**config.mk**
```make
export PLATFORM = sky130hd
export DESIGN_NAME = geometry_delta_varint_encoder
export DESIGN_NICKNAME = d
export VERILOG_FILES = /design/src/hw/rtl/gdve_pkg.sv /design/src/hw/rtl/gdve_front.sv /design/src/hw/rtl/gdve_queue.sv /design/src/hw/rtl/gdve_back.sv /design/src/hw/rtl/geometry_delta_varint_encoder.sv
export SDC_FILE = /design/constraint.sdc
export NUM_CORES = 1
export LEC_CHECK = 0
export ABC_CLOCK_PERIOD_IN_PS = 4700
export BUFFER_PORTS_ARGS = -buffer_cell sky130_fd_sc_hd__buf_2
export CORE_ASPECT_RATIO = 1.4
export CORE_MARGIN = 2
export CORE_UTILIZATION = 50
export CTS_CLUSTER_DIAMETER = 80
export DETAILED_ROUTE_END_ITERATION = 16
export PLACE_DENSITY = 0.67
export SYNTH_ARGS = -nofsm -noshare
export SYNTH_HDL_FRONTEND = slang
export SYNTH_SLANG_ARGS = --single-unit
```
**constraint.sdc**
```tcl
create_clock -name aclk -period 4.7 [get_ports aclk]
set_input_delay 0.235 -clock aclk [delete_from_list [all_inputs] [get_ports aclk]]
set_output_delay 0.235 -clock aclk [all_outputs]
set_load 0.01 [all_outputs]
```
**src/hw/rtl/gdve_pkg.sv**
```systemverilog
// Shared types and constants for the geometry delta varint encoder.
`default_nettype none

package gdve_pkg;

    // Command codes carried on s_tuser.
    localparam logic [1:0] CMD_ORIGIN = 2'd0;
    localparam logic [1:0] CMD_ELEM   = 2'd1;
    localparam logic [1:0] CMD_END    = 2'd2;
    // The remaining command value is unused; such requests are dropped.
    localparam logic [1:0] CMD_UNUSED = 2'd3;

    // Configuration register indexes.
    localparam int unsigned CFG_IDX_W = 2;
    localparam logic [CFG_IDX_W-1:0] REG_MOVETO = 2'd0;
    localparam logic [CFG_IDX_W-1:0] REG_LINETO = 2'd1;
    localparam logic [CFG_IDX_W-1:0] REG_END    = 2'd2;

    localparam logic [7:0] MOVETO_RESET = 8'd1;
    localparam logic [7:0] LINETO_RESET = 8'd2;
    localparam logic [7:0] END_RESET    = 8'd0;

    // Varint groups: seven payload bits, bit 7 flags that more bytes follow.
    localparam int unsigned GROUP_BITS = 7;

    // Depth of the job queue between the front and back parts.
    localparam int unsigned QUEUE_DEPTH = 4;

    // Back-end serializer phases.
    typedef enum logic [1:0] {
        ST_HEAD,
        ST_X,
        ST_Y
    } state_t;

    // Control part of a queued job: a single byte, or a vertex that follows
    // its op byte with two varints.
    typedef struct packed {
        logic       vertex;
        logic [7:0] code;
    } job_ctl_t;

endpackage

`default_nettype wire

```
**src/hw/rtl/gdve_front.sv**
```systemverilog
// Front part: configuration registers, command decode, origin and delta zigzag.
`default_nettype none

module gdve_front #(
    parameter int unsigned COORD_BITS = 40
) (
    input  wire logic                             aclk,
    input  wire logic                             aresetn,
    input  wire logic                             cfg_wr_en,
    input  wire logic [gdve_pkg::CFG_IDX_W-1:0]   cfg_index,
    input  wire logic [7:0]                       cfg_wdata,
    input  wire logic                             in_valid,
    input  wire logic [1:0]                       in_cmd,
    input  wire logic [7:0]                       in_op,
    input  wire logic signed [COORD_BITS-1:0]     in_x,
    input  wire logic signed [COORD_BITS-1:0]     in_y,
    output logic                                  in_ready,
    input  wire logic                             q_full,
    output logic                                  q_push,
    output gdve_pkg::job_ctl_t                    q_ctl,
    output logic [COORD_BITS:0]                   q_zx,
    output logic [COORD_BITS:0]                   q_zy
);

    localparam int unsigned ZW = COORD_BITS + 1;

    logic [7:0] moveto_reg;
    logic [7:0] lineto_reg;
    logic [7:0] endcode_reg;
    logic signed [COORD_BITS-1:0] origin_x_reg;
    logic signed [COORD_BITS-1:0] origin_y_reg;
    logic signed [COORD_BITS-1:0] origin_x_next;
    logic signed [COORD_BITS-1:0] origin_y_next;

    logic          accept;
    logic          is_vertex;
    logic          load_origin;
    logic [ZW-1:0] dx;
    logic [ZW-1:0] dy;

    always_ff @(posedge aclk) begin
        if (!aresetn) begin
            moveto_reg  <= gdve_pkg::MOVETO_RESET;
            lineto_reg  <= gdve_pkg::LINETO_RESET;
            endcode_reg <= gdve_pkg::END_RESET;
        end else if (cfg_wr_en) begin
            case (cfg_index)
                gdve_pkg::REG_MOVETO: moveto_reg  <= cfg_wdata;
                gdve_pkg::REG_LINETO: lineto_reg  <= cfg_wdata;
                gdve_pkg::REG_END:    endcode_reg <= cfg_wdata;
                default: ;
            endcase
        end
    end

    assign in_ready = !q_full;
    assign accept   = in_valid && !q_full;

    always_comb begin
        is_vertex   = 1'b0;
        load_origin = 1'b0;
        q_push      = 1'b0;
        q_ctl       = '{vertex: 1'b0, code: in_op};
        case (in_cmd)
            gdve_pkg::CMD_ORIGIN: begin
                load_origin = accept;
            end
            gdve_pkg::CMD_ELEM: begin
                is_vertex   = (in_op == moveto_reg) || (in_op == lineto_reg);
                load_origin = accept && is_vertex;
                q_push      = accept;
                q_ctl       = '{vertex: is_vertex, code: in_op};
            end
            gdve_pkg::CMD_END: begin
                q_push = accept;
                q_ctl  = '{vertex: 1'b0, code: endcode_reg};
            end
            default: ;
        endcase
    end

    // Deltas are formed one bit wider than the coordinates so they never wrap.
    assign dx = {in_x[COORD_BITS-1], in_x} - {origin_x_reg[COORD_BITS-1], origin_x_reg};
    assign dy = {in_y[COORD_BITS-1], in_y} - {origin_y_reg[COORD_BITS-1], origin_y_reg};

    // Zigzag: shift left, flip every bit when negative.
    assign q_zx = {dx[ZW-2:0], 1'b0} ^ {ZW{dx[ZW-1]}};
    assign q_zy = {dy[ZW-2:0], 1'b0} ^ {ZW{dy[ZW-1]}};

    assign origin_x_next = load_origin ? in_x : origin_x_reg;
    assign origin_y_next = load_origin ? in_y : origin_y_reg;

    always_ff @(posedge aclk) begin
        if (!aresetn) begin
            origin_x_reg <= '0;
            origin_y_reg <= '0;
        end else begin
            origin_x_reg <= origin_x_next;
            origin_y_reg <= origin_y_next;
        end
    end

endmodule

`default_nettype wire

```
**src/hw/rtl/gdve_queue.sv**
```systemverilog
// Short job queue between the front and back parts.
`default_nettype none

module gdve_queue #(
    parameter int unsigned WIDTH = 91,
    parameter int unsigned DEPTH = 4
) (
    input  wire logic             aclk,
    input  wire logic             aresetn,
    input  wire logic             push,
    input  wire logic [WIDTH-1:0] push_data,
    input  wire logic             pop,
    output logic [WIDTH-1:0]      head_data,
    output logic                  full,
    output logic                  empty
);

    localparam int unsigned PW = (DEPTH > 1) ? $clog2(DEPTH) : 1;
    localparam int unsigned CW = $clog2(DEPTH + 1);

    logic [WIDTH-1:0] slot_reg [DEPTH];
    logic [PW-1:0]    wr_ptr_reg;
    logic [PW-1:0]    wr_ptr_next;
    logic [PW-1:0]    rd_ptr_reg;
    logic [PW-1:0]    rd_ptr_next;
    logic [CW-1:0]    count_reg;
    logic [CW-1:0]    count_next;

    assign full      = (count_reg == CW'(DEPTH));
    assign empty     = (count_reg == '0);
    assign head_data = slot_reg[rd_ptr_reg];

    always_comb begin
        wr_ptr_next = wr_ptr_reg;
        rd_ptr_next = rd_ptr_reg;
        count_next  = count_reg;
        if (push) begin
            wr_ptr_next = (wr_ptr_reg == PW'(DEPTH - 1)) ? '0 : wr_ptr_reg + 1'b1;
        end
        if (pop) begin
            rd_ptr_next = (rd_ptr_reg == PW'(DEPTH - 1)) ? '0 : rd_ptr_reg + 1'b1;
        end
        if (push && !pop) begin
            count_next = count_reg + 1'b1;
        end else if (pop && !push) begin
            count_next = count_reg - 1'b1;
        end
    end

    always_ff @(posedge aclk) begin
        if (!aresetn) begin
            wr_ptr_reg <= '0;
            rd_ptr_reg <= '0;
            count_reg  <= '0;
        end else begin
            wr_ptr_reg <= wr_ptr_next;
            rd_ptr_reg <= rd_ptr_next;
            count_reg  <= count_next;
        end
    end

    always_ff @(posedge aclk) begin
        if (push) begin
            slot_reg[wr_ptr_reg] <= push_data;
        end
    end

    a_no_push_when_full: assert property (
        @(posedge aclk) disable iff (!aresetn) push |-> !full
    ) else $error("queue written while full");

    a_no_pop_when_empty: assert property (
        @(posedge aclk) disable iff (!aresetn) pop |-> !empty
    ) else $error("queue read while empty");

    a_count_bound: assert property (
        @(posedge aclk) disable iff (!aresetn) count_reg <= CW'(DEPTH)
    ) else $error("queue count above depth");

endmodule

`default_nettype wire

```
**src/hw/rtl/gdve_back.sv**
```systemverilog
// Back part: serializes queued jobs into bytes through an output register.
`default_nettype none

module gdve_back #(
    parameter int unsigned COORD_BITS = 40
) (
    input  wire logic                aclk,
    input  wire logic                aresetn,
    input  wire logic                q_empty,
    input  gdve_pkg::job_ctl_t       q_ctl,
    input  wire logic [COORD_BITS:0] q_zx,
    input  wire logic [COORD_BITS:0] q_zy,
    output logic                     q_pop,
    output logic                     out_valid,
    output logic [7:0]               out_byte,
    output logic                     out_last,
    input  wire logic                out_ready
);

    localparam int unsigned ZW = COORD_BITS + 1;
    localparam int unsigned GB = gdve_pkg::GROUP_BITS;

    gdve_pkg::state_t state_reg;
    gdve_pkg::state_t state_next;

    logic [ZW-1:0] zx_reg;
    logic [ZW-1:0] zy_reg;
    logic          valid_reg;
    logic [7:0]    byte_reg;
    logic          last_reg;

    logic          advance;
    logic          emit;
    logic [7:0]    emit_byte;
    logic          emit_last;
    logic [ZW-1:0] zx_rest;
    logic [ZW-1:0] zy_rest;
    logic          x_more;
    logic          y_more;

    assign advance = !valid_reg || out_ready;
    assign zx_rest = zx_reg >> GB;
    assign zy_rest = zy_reg >> GB;
    assign x_more  = |zx_rest;
    assign y_more  = |zy_rest;

    // Output decode: what byte goes out this cycle and whether the head pops.
    always_comb begin
        emit      = 1'b0;
        emit_byte = q_ctl.code;
        emit_last = 1'b0;
        q_pop     = 1'b0;
        case (state_reg)
            gdve_pkg::ST_HEAD: begin
                emit      = advance && !q_empty;
                emit_byte = q_ctl.code;
                emit_last = !q_ctl.vertex;
                q_pop     = emit;
            end
            gdve_pkg::ST_X: begin
                emit      = advance;
                emit_byte = {x_more, zx_reg[GB-1:0]};
            end
            gdve_pkg::ST_Y: begin
                emit      = advance;
                emit_byte = {y_more, zy_reg[GB-1:0]};
                emit_last = !y_more;
            end
            default: ;
        endcase
    end

    always_comb begin
        state_next = state_reg;
        case (state_reg)
            gdve_pkg::ST_HEAD: begin
                if (emit && q_ctl.vertex) begin
                    state_next = gdve_pkg::ST_X;
                end
            end
            gdve_pkg::ST_X: begin
                if (emit && !x_more) begin
                    state_next = gdve_pkg::ST_Y;
                end
            end
            gdve_pkg::ST_Y: begin
                if (emit && !y_more) begin
                    state_next = gdve_pkg::ST_HEAD;
                end
            end
            default: state_next = gdve_pkg::ST_HEAD;
        endcase
    end

    always_ff @(posedge aclk) begin
        if (!aresetn) begin
            state_reg <= gdve_pkg::ST_HEAD;
            valid_reg <= 1'b0;
        end else begin
            state_reg <= state_next;
            if (advance) begin
                valid_reg <= emit;
            end
        end
    end

    always_ff @(posedge aclk) begin
        if (emit) begin
            byte_reg <= emit_byte;
            last_reg <= emit_last;
        end
        if (q_pop) begin
            zx_reg <= q_zx;
            zy_reg <= q_zy;
        end else if (emit && state_reg == gdve_pkg::ST_X) begin
            zx_reg <= zx_rest;
        end else if (emit && state_reg == gdve_pkg::ST_Y) begin
            zy_reg <= zy_rest;
        end
    end

    assign out_valid = valid_reg;
    assign out_byte  = byte_reg;
    assign out_last  = last_reg;

    a_pop_only_at_head: assert property (
        @(posedge aclk) disable iff (!aresetn)
        (state_reg != gdve_pkg::ST_HEAD) |-> !q_pop
    ) else $error("queue popped in the middle of a vertex");

endmodule

`default_nettype wire

```
**src/hw/rtl/geometry_delta_varint_encoder.sv**
```systemverilog
// Top level of the geometry delta varint encoder: front, job queue and serializer.
// An item is written into the job queue, and its bytes then pass the output register.
// Throughput: one output byte per clock while m_tready allows; an item yields one byte
// for a plain op or end, 3 to 2*ceil((COORD_BITS+1)/7)+1 for a vertex.
// Set-origin items are taken and yield nothing; the four-entry queue sets slack.
// Reset (aresetn low, synchronous) empties the queue, zeroes the origin, restores codes.
`default_nettype none

module geometry_delta_varint_encoder #(
    parameter int unsigned COORD_BITS = 40
) (
    input  wire logic                                 aclk,
    input  wire logic                                 aresetn,
    // Configuration write port, no read-back.
    input  wire logic                                 cfg_wr_en,
    input  wire logic [gdve_pkg::CFG_IDX_W-1:0]       cfg_index,
    input  wire logic [7:0]                           cfg_wdata,
    // Input stream.
    input  wire logic                                 s_tvalid,
    output logic                                      s_tready,
    // tdata, lowest bit up: op[7:0], x[COORD_BITS-1:0], y[COORD_BITS-1:0], zero fill.
    input  wire logic [((2*COORD_BITS+15)/8)*8-1:0]   s_tdata,
    // tuser: cmd[1:0].
    input  wire logic [1:0]                           s_tuser,
    // Output stream.
    output logic                                      m_tvalid,
    input  wire logic                                 m_tready,
    // tdata: out_byte[7:0].
    output logic [7:0]                                m_tdata,
    // tlast: set on the final byte caused by one request.
    output logic                                      m_tlast
);

    localparam int unsigned ZW    = COORD_BITS + 1;
    localparam int unsigned CTL_W = $bits(gdve_pkg::job_ctl_t);
    localparam int unsigned JOB_W = CTL_W + 2 * ZW;

    // Field slices of the input request.
    logic [7:0]                   in_op;
    logic signed [COORD_BITS-1:0] in_x;
    logic signed [COORD_BITS-1:0] in_y;

    assign in_op = s_tdata[7:0];
    assign in_x  = s_tdata[8 +: COORD_BITS];
    assign in_y  = s_tdata[8 + COORD_BITS +: COORD_BITS];

    // Front to queue.
    logic               q_push;
    logic               q_full;
    gdve_pkg::job_ctl_t push_ctl;
    logic [ZW-1:0]      push_zx;
    logic [ZW-1:0]      push_zy;

    // Queue to back.
    logic               q_pop;
    logic               q_empty;
    logic [JOB_W-1:0]   head_data;
    gdve_pkg::job_ctl_t head_ctl;
    logic [ZW-1:0]      head_zx;
    logic [ZW-1:0]      head_zy;

    // The front decodes each request, forms the zigzagged deltas against the
    // running origin and moves the origin, all in the acceptance cycle.
    gdve_front #(
        .COORD_BITS (COORD_BITS)
    ) u_front (
        .aclk      (aclk),
        .aresetn   (aresetn),
        .cfg_wr_en (cfg_wr_en),
        .cfg_index (cfg_index),
        .cfg_wdata (cfg_wdata),
        .in_valid  (s_tvalid),
        .in_cmd    (s_tuser),
        .in_op     (in_op),
        .in_x      (in_x),
        .in_y      (in_y),
        .in_ready  (s_tready),
        .q_full    (q_full),
        .q_push    (q_push),
        .q_ctl     (push_ctl),
        .q_zx      (push_zx),
        .q_zy      (push_zy)
    );

    // Jobs wait here so the front keeps taking requests while long vertices drain.
    gdve_queue #(
        .WIDTH (JOB_W),
        .DEPTH (gdve_pkg::QUEUE_DEPTH)
    ) u_queue (
        .aclk      (aclk),
        .aresetn   (aresetn),
        .push      (q_push),
        .push_data ({push_ctl, push_zx, push_zy}),
        .pop       (q_pop),
        .head_data (head_data),
        .full      (q_full),
        .empty     (q_empty)
    );

    assign head_ctl = head_data[JOB_W-1 -: CTL_W];
    assign head_zx  = head_data[2*ZW-1 -: ZW];
    assign head_zy  = head_data[ZW-1:0];

    // The back end emits the op byte straight from the queue head, then, for a vertex,
    // the x and y varints seven bits at a time, one byte per clock while m_tready allows.
    gdve_back #(
        .COORD_BITS (COORD_BITS)
    ) u_back (
        .aclk      (aclk),
        .aresetn   (aresetn),
        .q_empty   (q_empty),
        .q_ctl     (head_ctl),
        .q_zx      (head_zx),
        .q_zy      (head_zy),
        .q_pop     (q_pop),
        .out_valid (m_tvalid),
        .out_byte  (m_tdata),
        .out_last  (m_tlast),
        .out_ready (m_tready)
    );

endmodule

`default_nettype wire
```
==> results of run 1 <==
[layout by cell type (no fill, tap or decap), types with 6 or more instances in the layout]
cell                            instances
sky130_fd_sc_hd__nand4_1               19
sky130_fd_sc_hd__dfxtp_1              114
sky130_fd_sc_hd__nand2b_1              13
sky130_fd_sc_hd__inv_1                109
sky130_fd_sc_hd__and3_1                 9
sky130_fd_sc_hd__o21ai_0               63
sky130_fd_sc_hd__nor2_1               125
sky130_fd_sc_hd__buf_2                115
sky130_fd_sc_hd__bufinv_16              6
sky130_fd_sc_hd__a21o_1                36
sky130_fd_sc_hd__clkbuf_8               6
sky130_fd_sc_hd__clkinv_2               9
sky130_fd_sc_hd__o21a_1                13
sky130_fd_sc_hd__nor4_1                19
sky130_fd_sc_hd__o21bai_1              11
sky130_fd_sc_hd__clkinv_4               6
sky130_fd_sc_hd__nand3_1               13
sky130_fd_sc_hd__mux2i_1               29
sky130_fd_sc_hd__nor3_1                10
sky130_fd_sc_hd__buf_12                 6
sky130_fd_sc_hd__clkbuf_1               8
sky130_fd_sc_hd__a22o_1                 9
sky130_fd_sc_hd__nor2b_1              113
sky130_fd_sc_hd__ha_1                  93
sky130_fd_sc_hd__a31oi_1                7
sky130_fd_sc_hd__dlygate4sd3_1         88
sky130_fd_sc_hd__xor2_1                30
sky130_fd_sc_hd__nand2_1              273
sky130_fd_sc_hd__xnor2_1              135
sky130_fd_sc_hd__edfxtp_1             455
sky130_fd_sc_hd__o31ai_1                6
sky130_fd_sc_hd__mux4_2                91
sky130_fd_sc_hd__and4_1                 6
sky130_fd_sc_hd__a21oi_1              170
sky130_fd_sc_hd__buf_4                 18
sky130_fd_sc_hd__a211oi_1               9
sky130_fd_sc_hd__and2_1                26
sky130_fd_sc_hd__a22oi_1                7
sky130_fd_sc_hd__clkbuf_16             58
[worst max-delay path: stages]
cell	delay (ps)
sky130_fd_sc_hd__dlygate4sd3_1	510
sky130_fd_sc_hd__buf_2	110
sky130_fd_sc_hd__inv_1	40
sky130_fd_sc_hd__ha_1	220
sky130_fd_sc_hd__fa_1	410
sky130_fd_sc_hd__nand2b_1	190
sky130_fd_sc_hd__a211oi_1	290
sky130_fd_sc_hd__o21ai_0	310
sky130_fd_sc_hd__a211oi_2	420
sky130_fd_sc_hd__o21ai_1	160
sky130_fd_sc_hd__a211o_1	360
sky130_fd_sc_hd__a32oi_4	510
sky130_fd_sc_hd__buf_12	270
sky130_fd_sc_hd__xor2_1	280
[kinds of logic after synthesis]
logic type,synth area share (%)
adder cells (fa/ha/maj),4.50
AO/OA/AOI/OAI,8.18
AND/OR/NAND/NOR,11.3
buffers and inverters,3.12
XOR/XNOR,5.38
multiplexers,8.70
flip-flops,58.8
[synthesized netlist by cell type, types with 9 or more instances]
library cell,n
sky130_fd_sc_hd__nor3_1,12
sky130_fd_sc_hd__a21o_1,36
sky130_fd_sc_hd__nand2b_1,13
sky130_fd_sc_hd__nand2_1,273
sky130_fd_sc_hd__nand4_1,19
sky130_fd_sc_hd__edfxtp_1,455
sky130_fd_sc_hd__xnor2_1,135
sky130_fd_sc_hd__mux2i_1,29
sky130_fd_sc_hd__mux4_2,91
sky130_fd_sc_hd__dfxtp_1,116
sky130_fd_sc_hd__xor2_1,30
sky130_fd_sc_hd__ha_1,93
sky130_fd_sc_hd__a211oi_1,9
sky130_fd_sc_hd__and3_1,9
sky130_fd_sc_hd__and2_1,30
sky130_fd_sc_hd__o21ai_0,63
sky130_fd_sc_hd__a22o_1,9
sky130_fd_sc_hd__o21a_1,13
sky130_fd_sc_hd__o21bai_1,11
sky130_fd_sc_hd__nor2b_1,113
sky130_fd_sc_hd__clkbuf_1,72
sky130_fd_sc_hd__inv_1,109
sky130_fd_sc_hd__nor4_1,19
sky130_fd_sc_hd__nor2_1,126
sky130_fd_sc_hd__a21oi_1,170
sky130_fd_sc_hd__nand3_1,13
sky130_fd_sc_hd__buf_1,16
[through the flow]
step | std cells | instance area (um^2) | worst slack [ps] | utilization (%) | total power, mW
2_1_floorplan | 2184 | 27200 | 1120 | - | 10.0
3_3_place_gp | 2945 | 28500 | 743 | 52.9 | 11.2
3_5_place_dp | 2945 | 28500 | 657 | 52.9 | 11.4
4_1_cts | 3135 | 31300 | 719 | 58.0 | 16.0
5_1_grt | 3137 | 31300 | 593 | 58.0 | 16.7
6_report | 3137 | 31300 | 732 | 58.0 | 15.9
[routing by layer]
layer | wire, um | track usage, %
met2 | 31400 | 39.9
met4 | 2180 | 8.53
met5 | 0 | 0
met1 | 22800 | 23.4
met3 | 2130 | 2.59
[power by group]
part / total, mW / leakage (nW) / switching, mW / internal (mW)
Combinational: 4.05 / 5.09 / 2.47 / 1.59
Sequential: 7.22 / 5.14 / 0.421 / 6.80
Clock: 4.58 / 0.920 / 1.90 / 2.68
Total: 15.9 / 11.1 / 4.79 / 11.1
[area by class of cell]
class	count	area share (%)
diodes	2	0.0160
clock buffers	72	5.00
clock inverters	30	1.04
inverters	110	1.32
multi-input cells	1404	33.2
flip-flops and latches	571	51.1
well taps	721	2.88
repair buffers	227	5.47
[how the worst min path moves through the flow]
| stage | from | to | slack (ps) | cells after the start |
|---|---|---|---|---|
| 6_report | m_tready | u_back.out_valid | 60 | 3 |
| 5_1_grt | m_tready | u_back.out_valid | 50 | 3 |
| 4_1_cts | m_tready | u_back.out_valid | 40 | 3 |
| 3_5_place_dp | u_front.lineto_reg[1] | u_front.lineto_reg[1] | 480 | 2 |
| 3_3_place_gp | u_queue.rd_ptr_reg[1] | register | 470 | 2 |
| 2_1_floorplan | cfg_wdata[1] | u_front.lineto_reg[1] | 360 | 2 |
==> results.txt, run 1 <==
----------------------------------------------------
[Clocking]
  CTS sink count ... 571
  Clk pin slew, worst setup/hold paths ... around 60 ps
  Root cell of the clock tree ... sky130_fd_sc_hd__clkbuf_16
  TritonCTS clock tree ... built
  Number of clock buffers inserted by TritonCTS ... 54
  Maximum level of the CTS H-tree ... 2
  Postcts setup bufs ... 0
  Clock Tree Buf Depth ... 3
  Number of gates resized after CTS ... 0
  Clock network latency to the later pin of the worst-skew pair ... ~600 ps
  Number of buffers inserted for hold repair after clock tree synthesis ... a little under 90

[Place]
  Final Wtd Congestion ... 0.839
  Port bufs ... approximately 120
  Detailed placer's ending HPWL ... between 30000 and 40000 um

[Yosys]
  Post-synthesis cell type with the largest combined area ... sky130_fd_sc_hd__edfxtp_1
  Cell count after synthesis ... approximately 2200
  Ys flop type ... sky130_fd_sc_hd__edfxtp_1
  Share of flip-flops with an asynchronous set or reset after synthesis ... 0%
  Yosys warns ... 0
  Number of distinct library cell variants in the gate-level netlist after synthesis ... 69
  Most area-consuming cells after synthesis ... sky130_fd_sc_hd__edfxtp_1 (50%), sky130_fd_sc_hd__dfxtp_1 (8.5%), sky130_fd_sc_hd__mux4_2 (7.5%), sky130_fd_sc_hd__xnor2_1 (4.3%), sky130_fd_sc_hd__ha_1 (4.3%)
  Proportion of synthesized chip area in sequential cells ... 58.8%
  Fraction of post-synthesis cell area in the top cell type by area ... between 50% and 60%
  Post-synthesis area per instance ... roughly 12 um^2
  Synthesis-stage register bit count ... 571
  Post-synth EDFFs ... 455
  Net Count, Synth ... ~2400
  Post-Syn Area ... ~27000 um^2

[Pwr]
  Worst supply voltage drop on vdd ... approximately 0.34 mV
  Leakage ... ~11 nW
  PwrDens ... 507 nW/um^2

[Global route]
  Global-route usage over all layers ... around a fifth
  Maximum number of pins on one net before global-route repair ... a little over 90
  Number of global-route vias before repair ... around 17000
  Wire length of the first global-routing pass ... slightly above 90000 um
  Leftover overflow at the end of global routing ... 0
  Initial antenna violation count ... 2

[Worst setup path]
  Worst Setup End Kind ... register
  Endpoint of the worst-slack reg-to-reg timing path ... u_queue.slot_reg[0][43]
  Crit Path Max Fanout ... 20
  Crit path kind ... input port to register
  Critical path startpoint ... s_tdata[8]
  Worst reg-to-reg path cell count ... 11
  FF-to-FF Start ... u_front.origin_x_reg[0]
  Kind of launch point of the worst setup path ... input port
  Arrival @ worst endpoint ... 4360 ps
  Required time of the worst setup path ... 5090 ps
  FF-to-FF setup slack ... between 700 and 800 ps
  Worst setup path end ... u_queue.slot_reg[0][43]

[Detailed routing]
  Total via count after detailed routing ... approximately 17000
  Average wire per cell in the routed design ... around 19 um
  Antenna Violating Nets Remaining ... 0
  Via density ... ~5.4
  Final routed DRC violation total ... 0
  Initial DRC Count ... between 1000 and 1500
  Final WL ... roughly 59000 um
  Detailed Routing Iterations Pass 1 ... 5

[Timing]
  Pin slew with the least headroom to its limit ... between 1000 and 1500 ps
  Worst max-slew margin expressed relative to the limit ... between 20% and 30%
  Maximum clock skew at final layout ... 17.2 ps
  Clock period minus worst slack ... 3970 ps
  RSZ-0062 raised after global routing ... false
  Number of max-slew violations in the final report ... 0
  Final cycle utilization of the critical path ... between 80% and 90%
  Final worst hold slack ... 57.9 ps
  Setup TNS ... 0 ps
  Maximum operating frequency ... ~250 MHz
  Final count of hold timing violations ... 0
  Final setup violation count ... 0

[Floorplanning]
  Width of the die ... between 200 and 250 um
  Cell row count ... 101
  Initial core utilization ... roughly half
  Die height ... around 280 um
  Floorplan die area ... approximately 56000 um^2
  CORE AREA ... between 50000 and 60000 um^2
  I/O pin count ... 116

[Flow run]
  Max cap viols ... 0

[Final layout]
  Total area of multi-input combinational cells ... 10400 um^2
  Share of final-layout standard cells stronger than drive strength 1 ... between 10 and 15%
  Largest register FFs ... ~360
  Layout overhead on the synthesized area ... 15.2%
  Flip-flop and latch area ... 16000 um^2
  Nets ... 2569
  Number of filler instances in the final layout ... roughly 4300

[Hold path]
  Path class of the lowest-slack min-delay path ... input port to register

[Outcome]
  Result of the run ... finished, final reports clean

----------------------------------------------------
(Power assumes the default switching activity.)
==> run 2: changes to the inputs <==
ABC_CLOCK_PERIOD_IN_PS = 3600   (was 4700)
PLACE_DENSITY = 0.69   (was 0.67)
clock period = 3.6 ns   (was 4.7 ns; I/O delays follow)
==> run 2 against run 1 <==
  * Non-clock buffer count grew 28
  * Worst setup slack worse by 580 ps
  * Critical path type is now register to register
  * Routed wire length shrank 0.83%
  * Count of clock-buffer cells in the layout down 12
  * Sequential share of layout area is 0.29 points lower
==> results.txt, run 2 (synthesized netlist as in run 1, its figures left out) <==
----------------------------------------------------
[Clocking]
  CTS sink count ... 571 (unchanged)
  Root cell of the clock tree ... sky130_fd_sc_hd__clkbuf_16 (unchanged)
  Number of clock buffers inserted by TritonCTS ... 54 (unchanged)
  Clock Tree Buf Depth ... 3 (unchanged)
  Clk pin slew, worst setup/hold paths ... 70 ps (was 60 ps)
  Postcts setup bufs ... 0 (unchanged)
  Maximum level of the CTS H-tree ... 2 (unchanged)
  Clock network latency to the later pin of the worst-skew pair ... 610 ps (was 600 ps)
  TritonCTS clock tree ... built (unchanged)

[Final layout]
  Nets ... 2597 (was 2569)
  Final cell count without fillers ... 3160 (was 3137)
  Share of final-layout standard cells stronger than drive strength 1 ... 15.5% (was 14.3%)
  Layout overhead on the synthesized area ... 15.8% (was 15.2%)
  Total area of multi-input combinational cells ... 10500 um^2 (was 10400 um^2)
  Most common cell after layout, fill and taps aside ... sky130_fd_sc_hd__edfxtp_1 (unchanged)
  Flip-flop and latch area ... 16000 um^2 (unchanged)
  Largest register FFs ... 364 (unchanged)
  Number of filler instances in the final layout ... 4338 (was 4314)
  Final antenna diode count ... 0 (was 2)
  Most frequent cells in the layout ... sky130_fd_sc_hd__edfxtp_1 (455), sky130_fd_sc_hd__nand2_1 (273), sky130_fd_sc_hd__a21oi_1 (170) (unchanged)

[Place]
  Final Wtd Congestion ... 0.842 (was 0.839)
  Cell Count Post-Placement ... 2970 (was 2945)
  Port bufs ... 115 (unchanged)
  Detailed placer's ending HPWL ... 39000 um (was 39600 um)

[Floorplanning]
  I/O pin count ... 116 (unchanged)
  Cell row count ... 101 (unchanged)
  Initial core utilization ... 50.4% (unchanged)
  Floorplan die area ... 56300 um^2 (unchanged)
  Die height ... 280 um (unchanged)
  Width of the die ... 201 um (unchanged)
  CORE AREA ... 54000 um^2 (unchanged)

[Detailed routing]
  Antenna Violating Nets Remaining ... 0 (unchanged)
  Total via count after detailed routing ... 17213 (was 16985)
  Final routed DRC violation total ... 0 (unchanged)
  Final WL ... 58000 um (was 58500 um)
  Via density ... 5.45 (was 5.41)
  Detailed Routing Iterations Pass 1 ... 5 (unchanged)
  Average wire per cell in the routed design ... 18.4 um (was 18.7 um)
  Initial DRC Count ... 864 (was 1084)

[Global route]
  Initial antenna violation count ... 0 (was 2)
  Wire length of the first global-routing pass ... 91700 um (was 92100 um)
  Maximum number of pins on one net before global-route repair ... 159 (was 93)
  Number of global-route vias before repair ... 17599 (was 17446)
  Global-route usage over all layers ... 20.6% (was 20.9%)
  Leftover overflow at the end of global routing ... 0 (unchanged)

[Worst setup path]
  Worst Setup End Kind ... register (unchanged)
  Kind of launch point of the worst setup path ... register (was input port)
  Arrival @ worst endpoint ... 3860 ps (was 4360 ps)
  Crit path kind ... register to register (was input port to register)
  Required time of the worst setup path ... 4010 ps (was 5090 ps)
  Crit Path Max Fanout ... 10 (was 20)

[Timing]
  Worst max-slew margin expressed relative to the limit ... 30.8% (was 27.0%)
  Maximum clock skew at final layout ... 27.0 ps (was 17.2 ps)
  Final count of hold timing violations ... 0 (unchanged)
  Final cycle utilization of the critical path ... 95.9%
  Number of max-slew violations in the final report ... 0 (unchanged)
  Pin slew with the least headroom to its limit ... 1040 ps (was 1090 ps)
  Final setup violation count ... 0 (unchanged)
  Maximum operating frequency ... just under 300 MHz
  Clock period minus worst slack ... ~3500 ps

[Pwr]
  Final total power ... 20.3 mW (was 15.9 mW)
  Clock network power share ... 27.5% (was 28.9%)
  Combinational cell fraction of total power ... 26.2% (was 25.6%)
  Switching share of power ... 30.7% (was 30.2%)
  Internal power ... 14.1 mW (was 11.1 mW)
  PwrDens ... 644 nW/um^2 (was 507 nW/um^2)
  Worst supply voltage drop on vdd ... 0.618 mV (was 0.338 mV)
  Leakage ... 11.2 nW (was 11.1 nW)
  Seq pwr share ... 46.3% (was 45.6%)
  Switch Pwr ... 6.22 mW (was 4.79 mW)

[Outcome]
  Result of the run ... finished, final reports clean (unchanged)

[Flow run]
  Max cap viols ... 0 (unchanged)

[Hold path]
  Path class of the lowest-slack min-delay path ... input port to register (unchanged)

----------------------------------------------------
run 2: final timing paths:
kind | end | slack, ps | cells past startpoint | start
setup / recovery | u_queue.slot_reg[1][43] | 150 | 13 | u_front.origin_x_reg[0]
hold / removal | u_queue.slot_reg[3][89] | 40 | 2 | s_tdata[7]
setup reg to reg | u_queue.slot_reg[1][43] | 150 | 13 | u_front.origin_x_reg[0]
hold reg to reg | u_front.lineto_reg[1] | 500 | 2 | u_front.lineto_reg[1]
run 2: cell type report:
class / instances / area share (%)
clock inverters: 39 / 1.14
flip-flops and latches: 571 / 50.8
repair buffers: 255 / 6.33
well taps: 721 / 2.86
multi-input cells: 1404 / 33.2
clock buffers: 60 / 4.36
inverters: 110 / 1.31
run 2: worst max-delay path, cell delays in order, from the launching register on:
cell                       delay (ps)
sky130_fd_sc_hd__dfxtp_1          320
sky130_fd_sc_hd__ha_1             210
sky130_fd_sc_hd__fa_1             410
sky130_fd_sc_hd__nand2b_1         190
sky130_fd_sc_hd__a211oi_2         210
sky130_fd_sc_hd__o21ai_0          120
sky130_fd_sc_hd__buf_4            170
sky130_fd_sc_hd__a211oi_4         280
sky130_fd_sc_hd__o21ai_2          120
sky130_fd_sc_hd__a211o_1          350
sky130_fd_sc_hd__a32oi_4          250
sky130_fd_sc_hd__buf_12           190
sky130_fd_sc_hd__buf_12           150
sky130_fd_sc_hd__xor2_1           250
run 2: timing repair:
action	4_1_cts	5_1_grt
hold buffers	91	0
resized for setup	2	8
endpoints found under the hold margin	113	0
gates cloned	0	0
setup endpoints to repair	12	152
pin swaps	0	0
run 2: per-layer routing:
metal	wire length [um]	up-vias	global-route usage (%)
met5	0	-	0
met1	22700	8449	23.4
met2	31400	359	39.6
met4	1800	0	6.78
li1	-	8312	-
met3	2060	93	2.79
run 2: power groups by stage:
| stage | sequential (mW) | combinational [mW] | clock, mW |
|---|---|---|---|
| 2_1_floorplan | 9.28 | 3.82 | 0 |
| 6_report | 9.39 | 5.32 | 5.59 |
| 3_3_place_gp | 9.48 | 5.12 | 0 |
| 4_1_cts | 9.39 | 5.38 | 5.70 |
| 5_1_grt | 9.48 | 5.89 | 5.94 |
| 3_5_place_dp | 9.52 | 5.27 | 0 |
run 2: through the flow:
step	cell area (um^2)	worst slack [ps]	utilization [%]	hold WS, ps	setup TNS (ps)
after floorplan	27200	15.6	-	305	0
after global placement	28800	37.5	53.3	447	0
after detailed placement	28800	-34.5	53.3	455	-138
after CTS	31400	61.9	58.3	3.54	0
after global routing	31500	-9.31	58.4	28.5	-67.4
final	31500	148	58.4	37.1	0
